==> config.mk <==
export PLATFORM = sky130hd
export DESIGN_NAME = spi_slave_shift_engine
export DESIGN_NICKNAME = d
export VERILOG_FILES = /design/src/rtl/sse_pkg.sv /design/src/rtl/sse_csr.sv /design/src/rtl/sse_rx_mem.sv /design/src/rtl/sse_tx_mem.sv /design/src/rtl/spi_slave_shift_engine.sv
export SDC_FILE = /design/constraint.sdc
export NUM_CORES = 2
export LEC_CHECK = 0
export BUFFER_PORTS_ARGS = -buffer_cell sky130_fd_sc_hd__buf_2
export CORE_AREA = 2 2 304 306
export CTS_CLUSTER_DIAMETER = 80
export DETAILED_ROUTE_END_ITERATION = 8
export DIE_AREA = 0 0 306 308
export GPL_ROUTABILITY_DRIVEN = 0
export PLACE_DENSITY = 0.79
export SLEW_MARGIN = 20
export SYNTH_ARGS = -nofsm -noshare
export SYNTH_HDL_FRONTEND = slang
export SYNTH_HIERARCHICAL = 1
export SYNTH_SLANG_ARGS = --single-unit
==> constraint.sdc <==
create_clock -name clock -period 3.9 [get_ports clock]
set_input_delay 0.585 -clock clock [delete_from_list [all_inputs] [get_ports clock]]
set_output_delay 0.585 -clock clock [all_outputs]
set_load 0.05 [all_outputs]
==> src/rtl/sse_pkg.sv <==
package sse_pkg;

   // store size and derived widths
   localparam int BUF_DEPTH = 64;
   localparam int ADDR_W    = $clog2(BUF_DEPTH);
   localparam int LEN_W     = 7;
   localparam int BIT_W     = 3;
   localparam int SLOT_W    = 6;
   localparam int CSR_IDX_W = 3;
   localparam int CSR_DAT_W = 7;

   // event kinds
   localparam logic [1:0] KIND_CLOCK = 2'd0;
   localparam logic [1:0] KIND_CS    = 2'd1;
   localparam logic [1:0] KIND_WRITE = 2'd2;
   localparam logic [1:0] KIND_READ  = 2'd3;

   // register indexes
   localparam logic [CSR_IDX_W-1:0] CSR_PHASE  = 3'd0;
   localparam logic [CSR_IDX_W-1:0] CSR_TX_EN  = 3'd1;
   localparam logic [CSR_IDX_W-1:0] CSR_RX_EN  = 3'd2;
   localparam logic [CSR_IDX_W-1:0] CSR_TX_LEN = 3'd3;
   localparam logic [CSR_IDX_W-1:0] CSR_RX_LEN = 3'd4;

   typedef struct packed {
      logic             phase;
      logic             tx_en;
      logic             rx_en;
      logic [LEN_W-1:0] tx_len;
      logic [LEN_W-1:0] rx_len;
      logic             tx_clr;
      logic             rx_clr;
   } cfg_type;

   // effective length, clipped to the store size
   function automatic logic [LEN_W-1:0] len_limit(input logic [LEN_W-1:0] len);
      logic [LEN_W-1:0] lim;
      lim = (32'(len) < BUF_DEPTH) ? len : LEN_W'(BUF_DEPTH);
      return lim;
   endfunction

endpackage

==> src/rtl/sse_csr.sv <==
module sse_csr
   import sse_pkg::*;
(
   input  logic                 clock,
   input  logic                 reset,
   input  logic                 csr_valid,
   output logic                 csr_ready,
   input  logic [CSR_IDX_W-1:0] csr_index,
   input  logic [CSR_DAT_W-1:0] csr_wdata,
   output cfg_type              cfg
);

   logic             wr;
   logic             phase_ff, phase_in;
   logic             tx_en_ff, tx_en_in;
   logic             rx_en_ff, rx_en_in;
   logic [LEN_W-1:0] tx_len_ff, tx_len_in;
   logic [LEN_W-1:0] rx_len_ff, rx_len_in;

   assign csr_ready = 1'b1;
   assign wr        = csr_valid;

   always_comb begin
      phase_in  = phase_ff;
      tx_en_in  = tx_en_ff;
      rx_en_in  = rx_en_ff;
      tx_len_in = tx_len_ff;
      rx_len_in = rx_len_ff;
      if (wr) begin
         unique case (csr_index)
            CSR_PHASE:  phase_in  = csr_wdata[0];
            CSR_TX_EN:  tx_en_in  = csr_wdata[0];
            CSR_RX_EN:  rx_en_in  = csr_wdata[0];
            CSR_TX_LEN: tx_len_in = csr_wdata[LEN_W-1:0];
            CSR_RX_LEN: rx_len_in = csr_wdata[LEN_W-1:0];
            default: ;
         endcase
      end
   end

   always_ff @(posedge clock) begin
      if (reset) begin
         phase_ff  <= 1'b0;
         tx_en_ff  <= 1'b0;
         rx_en_ff  <= 1'b0;
         tx_len_ff <= '0;
         rx_len_ff <= '0;
      end else begin
         phase_ff  <= phase_in;
         tx_en_ff  <= tx_en_in;
         rx_en_ff  <= rx_en_in;
         tx_len_ff <= tx_len_in;
         rx_len_ff <= rx_len_in;
      end
   end

   always_comb begin
      cfg.phase  = phase_ff;
      cfg.tx_en  = tx_en_ff;
      cfg.rx_en  = rx_en_ff;
      cfg.tx_len = tx_len_ff;
      cfg.rx_len = rx_len_ff;
      cfg.tx_clr = wr && (csr_index == CSR_TX_EN || csr_index == CSR_TX_LEN);
      cfg.rx_clr = wr && (csr_index == CSR_RX_EN || csr_index == CSR_RX_LEN);
   end

endmodule

==> src/rtl/sse_rx_mem.sv <==
module sse_rx_mem
   import sse_pkg::*;
(
   input  logic              clock,
   input  logic              reset,
   input  logic              we,
   input  logic [ADDR_W-1:0] waddr,
   input  logic [7:0]        wdata,
   input  logic              a_en,
   input  logic [ADDR_W-1:0] a_addr,
   output logic [7:0]        a_data,
   input  logic [ADDR_W-1:0] b_addr,
   output logic [7:0]        b_data
);

   logic [7:0]           mem [BUF_DEPTH];
   logic [BUF_DEPTH-1:0] valid_ff;
   logic [7:0]           a_dat_ff;
   logic                 a_vld_ff;
   logic [7:0]           b_dat_ff;
   logic                 b_vld_ff;
   logic                 a_hit;
   logic                 b_hit;

   assign a_hit = we && (waddr == a_addr);
   assign b_hit = we && (waddr == b_addr);

   // data path, write-first on an address match
   always_ff @(posedge clock) begin
      if (we) begin
         mem[waddr] <= wdata;
      end
      if (a_en) begin
         a_dat_ff <= a_hit ? wdata : mem[a_addr];
      end
      b_dat_ff <= b_hit ? wdata : mem[b_addr];
   end

   // entries never written read as zero
   always_ff @(posedge clock) begin
      if (reset) begin
         valid_ff <= '0;
         a_vld_ff <= 1'b0;
         b_vld_ff <= 1'b0;
      end else begin
         if (we) begin
            valid_ff[waddr] <= 1'b1;
         end
         if (a_en) begin
            a_vld_ff <= a_hit || valid_ff[a_addr];
         end
         b_vld_ff <= b_hit || valid_ff[b_addr];
      end
   end

   assign a_data = a_vld_ff ? a_dat_ff : 8'd0;
   assign b_data = b_vld_ff ? b_dat_ff : 8'd0;

endmodule

==> src/rtl/sse_tx_mem.sv <==
module sse_tx_mem
   import sse_pkg::*;
(
   input  logic              clock,
   input  logic              we,
   input  logic [ADDR_W-1:0] waddr,
   input  logic [7:0]        wdata,
   input  logic [ADDR_W-1:0] raddr,
   output logic [7:0]        rdata
);

   logic [7:0] mem [BUF_DEPTH];
   logic [7:0] rdata_ff;

   always_ff @(posedge clock) begin
      if (we) begin
         mem[waddr] <= wdata;
      end
      rdata_ff <= (we && waddr == raddr) ? wdata : mem[raddr];
   end

   assign rdata = rdata_ff;

endmodule

==> src/rtl/spi_slave_shift_engine.sv <==
// spi slave shift engine, driven by synchronized pin-edge events
//
// request channel (req_*): one event per request: a clock edge, a chip-select
//   edge, a host write into the transmit store or a host read of the receive
//   store. accepted on a rising edge with req_valid high and req_stall low
// response channel (rsp_*): exactly one response per request, in order,
//   taken on a rising edge with rsp_valid high and rsp_stall low
// csr channel (csr_*): register writes, always ready; write only while idle
// latency: a request accepted at edge t shows its response after edge t+1
// throughput: one request per cycle; the input register keeps filling while
//   a finished response waits in the output register
// both stores are 64-byte arrays; each keeps a registered read of the byte at
//   the current shift position, refreshed every cycle with write forwarding,
//   so a shift is a single-cycle read-modify-write
// reset: all positions, registers and the receive store read back as zero at
//   once (per-entry valid bits, no clearing pass); transmit store is unknown
//   until written
// a stalled response holds the output register; the input register then
//   holds its request and req_stall rises until the response is taken
module spi_slave_shift_engine
   import sse_pkg::*;
(
   input  logic                 clock,
   input  logic                 reset,
   // request channel
   input  logic                 req_valid,
   output logic                 req_stall,
   input  logic [1:0]           req_kind,
   input  logic                 req_pin_level,
   input  logic                 req_mosi,
   input  logic [SLOT_W-1:0]    req_slot,
   input  logic [7:0]           req_host_byte,
   // response channel
   output logic                 rsp_valid,
   input  logic                 rsp_stall,
   output logic                 rsp_miso_out,
   output logic                 rsp_miso_updated,
   output logic [LEN_W-1:0]     rsp_received_count,
   output logic [7:0]           rsp_read_byte,
   output logic                 rsp_clock_active,
   // csr channel
   input  logic                 csr_valid,
   output logic                 csr_ready,
   input  logic [CSR_IDX_W-1:0] csr_index,
   input  logic [CSR_DAT_W-1:0] csr_wdata
);

   cfg_type cfg;

   // input register
   logic              s1_vld_ff, s1_vld_in;
   logic [1:0]        s1_kind_ff;
   logic              s1_level_ff;
   logic              s1_mosi_ff;
   logic [SLOT_W-1:0] s1_slot_ff;
   logic [7:0]        s1_byte_ff;
   logic              req_accept;
   logic              fire;

   // engine state
   logic             clk_en_ff, clk_en_in, clk_en_nx;
   logic             miso_ff, miso_in, miso_nx;
   logic [BIT_W-1:0] tx_bit_ff, tx_bit_in, tx_bit_nx;
   logic [LEN_W-1:0] tx_byte_ff, tx_byte_in, tx_byte_nx;
   logic [BIT_W-1:0] rx_bit_ff, rx_bit_in, rx_bit_nx;
   logic [LEN_W-1:0] rx_byte_ff, rx_byte_in, rx_byte_nx;

   // store ports
   logic [7:0] rx_cur;
   logic [7:0] rx_host;
   logic [7:0] tx_cur;
   logic       rx_we;
   logic [7:0] rx_wdata;
   logic       tx_we;
   logic       slot_ok;

   // event decode
   logic is_clk;
   logic do_sample;
   logic do_drive;
   logic [7:0] rd_byte;

   // output register
   logic             rsp_vld_ff, rsp_vld_in;
   logic             rsp_miso_ff;
   logic             rsp_upd_ff;
   logic [LEN_W-1:0] rsp_cnt_ff;
   logic [7:0]       rsp_rd_ff;
   logic             rsp_act_ff;

   sse_csr u_csr (
      .clock     (clock),
      .reset     (reset),
      .csr_valid (csr_valid),
      .csr_ready (csr_ready),
      .csr_index (csr_index),
      .csr_wdata (csr_wdata),
      .cfg       (cfg)
   );

   // handshake: the request in the input register moves on whenever the
   // output register is empty or being emptied
   assign fire       = s1_vld_ff && (!rsp_vld_ff || !rsp_stall);
   assign req_stall  = s1_vld_ff && !fire;
   assign req_accept = req_valid && !req_stall;
   assign s1_vld_in  = req_accept || (s1_vld_ff && !fire);

   always_ff @(posedge clock) begin
      if (reset) begin
         s1_vld_ff <= 1'b0;
      end else begin
         s1_vld_ff <= s1_vld_in;
      end
   end

   always_ff @(posedge clock) begin
      if (req_accept) begin
         s1_kind_ff  <= req_kind;
         s1_level_ff <= req_pin_level;
         s1_mosi_ff  <= req_mosi;
         s1_slot_ff  <= req_slot;
         s1_byte_ff  <= req_host_byte;
      end
   end

   assign slot_ok = 32'(s1_slot_ff) < BUF_DEPTH;

   // clock edges only count while chip select is low; the edge level against
   // the phase picks sample or drive
   assign is_clk    = fire && (s1_kind_ff == KIND_CLOCK) && clk_en_ff;
   assign do_sample = is_clk && (s1_level_ff != cfg.phase) && cfg.rx_en
                      && (rx_byte_ff < len_limit(cfg.rx_len));
   assign do_drive  = is_clk && (s1_level_ff == cfg.phase) && cfg.tx_en
                      && (tx_byte_ff < len_limit(cfg.tx_len));

   // receive: shift mosi into the current byte, msb first
   assign rx_we    = do_sample;
   assign rx_wdata = {rx_cur[6:0], s1_mosi_ff};
   assign tx_we    = fire && (s1_kind_ff == KIND_WRITE) && slot_ok;

   always_comb begin
      clk_en_nx  = clk_en_ff;
      miso_nx    = miso_ff;
      tx_bit_nx  = tx_bit_ff;
      tx_byte_nx = tx_byte_ff;
      rx_bit_nx  = rx_bit_ff;
      rx_byte_nx = rx_byte_ff;
      if (do_sample) begin
         rx_bit_nx = rx_bit_ff + 3'd1;
         if (rx_bit_ff == 3'd7) begin
            rx_byte_nx = rx_byte_ff + 7'd1;
         end
      end
      if (do_drive) begin
         // bit order msb first
         miso_nx   = tx_cur[~tx_bit_ff];
         tx_bit_nx = tx_bit_ff + 3'd1;
         if (tx_bit_ff == 3'd7) begin
            tx_byte_nx = tx_byte_ff + 7'd1;
         end
      end
      if (fire && s1_kind_ff == KIND_CS) begin
         if (s1_level_ff) begin
            // chip select released
            clk_en_nx  = 1'b0;
            tx_bit_nx  = '0;
            tx_byte_nx = '0;
         end else begin
            // chip select asserted
            clk_en_nx  = 1'b1;
            rx_bit_nx  = '0;
            rx_byte_nx = '0;
         end
      end
   end

   // register writes clear the matching positions
   always_comb begin
      clk_en_in  = clk_en_nx;
      miso_in    = miso_nx;
      tx_bit_in  = tx_bit_nx;
      tx_byte_in = tx_byte_nx;
      rx_bit_in  = rx_bit_nx;
      rx_byte_in = rx_byte_nx;
      if (cfg.tx_clr) begin
         tx_bit_in  = '0;
         tx_byte_in = '0;
      end
      if (cfg.rx_clr) begin
         rx_bit_in  = '0;
         rx_byte_in = '0;
      end
   end

   always_ff @(posedge clock) begin
      if (reset) begin
         clk_en_ff  <= 1'b0;
         miso_ff    <= 1'b0;
         tx_bit_ff  <= '0;
         tx_byte_ff <= '0;
         rx_bit_ff  <= '0;
         rx_byte_ff <= '0;
      end else begin
         clk_en_ff  <= clk_en_in;
         miso_ff    <= miso_in;
         tx_bit_ff  <= tx_bit_in;
         tx_byte_ff <= tx_byte_in;
         rx_bit_ff  <= rx_bit_in;
         rx_byte_ff <= rx_byte_in;
      end
   end

   // port a serves host reads, fetched as the request enters; port b tracks
   // the byte at the next receive position
   sse_rx_mem u_rx_mem (
      .clock  (clock),
      .reset  (reset),
      .we     (rx_we),
      .waddr  (ADDR_W'(rx_byte_ff)),
      .wdata  (rx_wdata),
      .a_en   (req_accept),
      .a_addr (ADDR_W'(req_slot)),
      .a_data (rx_host),
      .b_addr (ADDR_W'(rx_byte_in)),
      .b_data (rx_cur)
   );

   // read side tracks the byte at the next transmit position
   sse_tx_mem u_tx_mem (
      .clock (clock),
      .we    (tx_we),
      .waddr (ADDR_W'(s1_slot_ff)),
      .wdata (s1_byte_ff),
      .raddr (ADDR_W'(tx_byte_in)),
      .rdata (tx_cur)
   );

   assign rd_byte = (s1_kind_ff == KIND_READ && slot_ok) ? rx_host : 8'd0;

   // output register
   assign rsp_vld_in = fire || (rsp_vld_ff && rsp_stall);

   always_ff @(posedge clock) begin
      if (reset) begin
         rsp_vld_ff <= 1'b0;
      end else begin
         rsp_vld_ff <= rsp_vld_in;
      end
   end

   always_ff @(posedge clock) begin
      if (fire) begin
         rsp_miso_ff <= miso_nx;
         rsp_upd_ff  <= do_drive;
         rsp_cnt_ff  <= rx_byte_nx;
         rsp_rd_ff   <= rd_byte;
         rsp_act_ff  <= clk_en_nx;
      end
   end

   assign rsp_valid          = rsp_vld_ff;
   assign rsp_miso_out       = rsp_miso_ff;
   assign rsp_miso_updated   = rsp_upd_ff;
   assign rsp_received_count = rsp_cnt_ff;
   assign rsp_read_byte      = rsp_rd_ff;
   assign rsp_clock_active   = rsp_act_ff;

endmodule

==> results.cfg <==
[sta]
final_hold_viol_count = 0
timing.final.crit_share_pct = 96.68
clock-skew-final_ps = 46.35
setup_tns_ps = 0
min_period_ps = 3771
least_setup_slack_across_all_paths_after_layout_ps = 129.4
transition_time_of_the_tightest_slew_check_pin_ps = 1205
maxClockFrequency_mhz = 265.2
report.final.setup_viol = 0
timing.max_slew.rel_slack_pct = 19.34
finalMaxSlewViolations = 0

[placed_design]
place_hpwl_um = 90490
total_placed_cells_including_tap_cells = 4108
buffer_ports.inserted = 52
placement.setup.worst_slack_ps = 89.57

[die]
floorplan.die.width_um = 306
initial_utilization_pct = 56.06
floorplan.die.height_um = 308
row_count = 111
core_area_um2 = 90970
num_io_pins = 54
die-area_um2 = 94250

[clock_network]
numCtsBuffers = 113
cts_num_sinks = 1187
cts.htree.levels = 3
clock_tree.root_cell = sky130_fd_sc_hd__clkbuf_16
cts-root-to-sink-buffers = 3
tritoncts = yes
holdBufCountCts = 0
worstSkewPairLatency_ps = 720
clk_transition_reported_paths_ps = 70

[synthesis]
syn_area_per_cell_um2 = 18.25
number_of_nets_in_the_synthesized_netlist = 2845
synthesis.area_um2 = 51000
yosys_warnings = 6
postSynthCellCount = 2794

[finish]
post_layout_nonfiller_instances = 4331
area_of_combinational_cells_with_multiple_inputs_um2 = 15560
n_fill_cell = 5787
mostFrequentLayoutCells = sky130_fd_sc_hd__edfxtp_1 (1068), sky130_fd_sc_hd__mux4_2 (392), sky130_fd_sc_hd__nor2_1 (318)
final_common_cell = sky130_fd_sc_hd__edfxtp_1
utilization_pct = 63.48
fin_nets = 3094
syn_to_final_growth_pct = 13.23
seq_area_um2 = 34480
post_route_cells_drive_above_1_share_pct = 29.81

[worst_setup_path]
cell_with_the_largest_stage_delay_on_the_worst_path = sky130_fd_sc_hd__dfxtp_4
path_class = reg2reg
critical_path_cell_by_cell = buf_4 > mux4_2 > mux4_2 > a22oi_1 > nand3_2 > buf_4
cp_slowest_stage_delay_ps = 770
crit_required_ps = 4310
crit_arrival_ps = 4180
worst_setup_path_end_kind = flip-flop
ff2ff_setup_slack_ps = 130
crit_path_max_fanout = 32
critical_path.startpoint_type = flip-flop
rr_worst_depth = 6

[routing]
wirelength_routed_um = 137700
drt-initial-drc-count = 4757
vias_per_cell = 6.905
detail-route-antenna-nets = 0
remaining_drc_errors = 0
routed_wire_length_per_instance_um = 31.80
drt_pass1_iterations = 6
vias = 29910

[pwr]
leakage_nw = 18.56
cellPowerDensity_nw_per_um2 = 440.9
report.power.total_mw = 25.46
ir_worst_vdd_mv = 0.4162

[global_route]
maximum_number_of_pins_on_one_net_before_global_route_repair = 72
number_of_antenna_violations_at_the_first_check_in_global_routing = 3
grt_overflow = 0
first_global_vias = 29710
grtUsageTotal_pct = 29.25
grt_pass1_wl_um = 200200

[hold_path]
worstHoldPathCells = 1
hold_path.class = in2reg

[job]
max_cap_viol_count = 0

[outcome]
status = completed
[final timing paths]
kind | to | startpoint
max | u_rx_mem/mem[41][6] | flip-flop
min | s1_byte_ff[4] | req_host_byte[4]
max reg2reg | u_rx_mem/mem[41][6] | flip-flop
min reg2reg | u_csr/rx_en_ff | u_csr/rx_en_ff
[flip-flops by register name, indices dropped and copies added, names as in the netlist, 2 cells and up, named ones only]
name / count
s1_byte_ff: 8
rx_bit_ff: 3
u_csr/tx_len_ff: 7
u_rx_mem/mem: 512
tx_bit_ff: 3
u_tx_mem/mem: 512
s1_slot_ff: 6
rsp_received_count: 7
rsp_read_byte: 8
u_rx_mem/a_dat_ff: 8
u_csr/rx_len_ff: 7
rx_byte_ff: 7
tx_byte_ff: 7
s1_kind_ff: 2
u_rx_mem/valid_ff: 64
[what timing repair did]
action                                  4_1_cts  5_1_grt
gates resized for setup                       0        3
buffers inserted                              0        4
endpoints found under the setup margin        0        1
[report_power, final]
group          leakage [nW]  switching [mW]  internal, mW  total, mW
sequential             10.9          0.0310          13.8       13.8
combinational          5.88           0.439         0.191      0.630
clock                  1.82            4.78          6.23       11.0
[worst max-delay path: cells and delay by family (launching register included)]
kind	cells	cell delay, ps
AO/OA/AOI/OAI	1	400
buffers and inverters	2	740
flip-flops	1	770
multiplexers	2	1070
AND/OR/NAND/NOR	1	460
[routing by layer]
layer | global-route usage [%] | wire (um) | up-vias
li1 | - | - | 11930
met1 | 37.43 | 46790 | 15090
met2 | 46.63 | 65840 | 2373
met3 | 6.445 | 15580 | 511
met4 | 17.00 | 9518 | 0
met5 | 0 | 0 | -
[area by class of cell]
type	instances	area share (%)
inverter	12	0.07800
clock buffer	146	5.298
timing repair buffer	308	4.240
clock inverter	66	1.148
sequential	1187	59.70
multi-input combinational	1421	26.94
tap	1186	2.570
antenna	5	0.02167
[metrics by stage]
step	hold slack [ps]	area, um2
global route	34.59	57730
floorplan	447.5	51000
detailed placement	461.0	53930
finish	53.74	57750
CTS	15.03	57650
global placement	456.1	53930
Power figures use the tool's default switching activity.
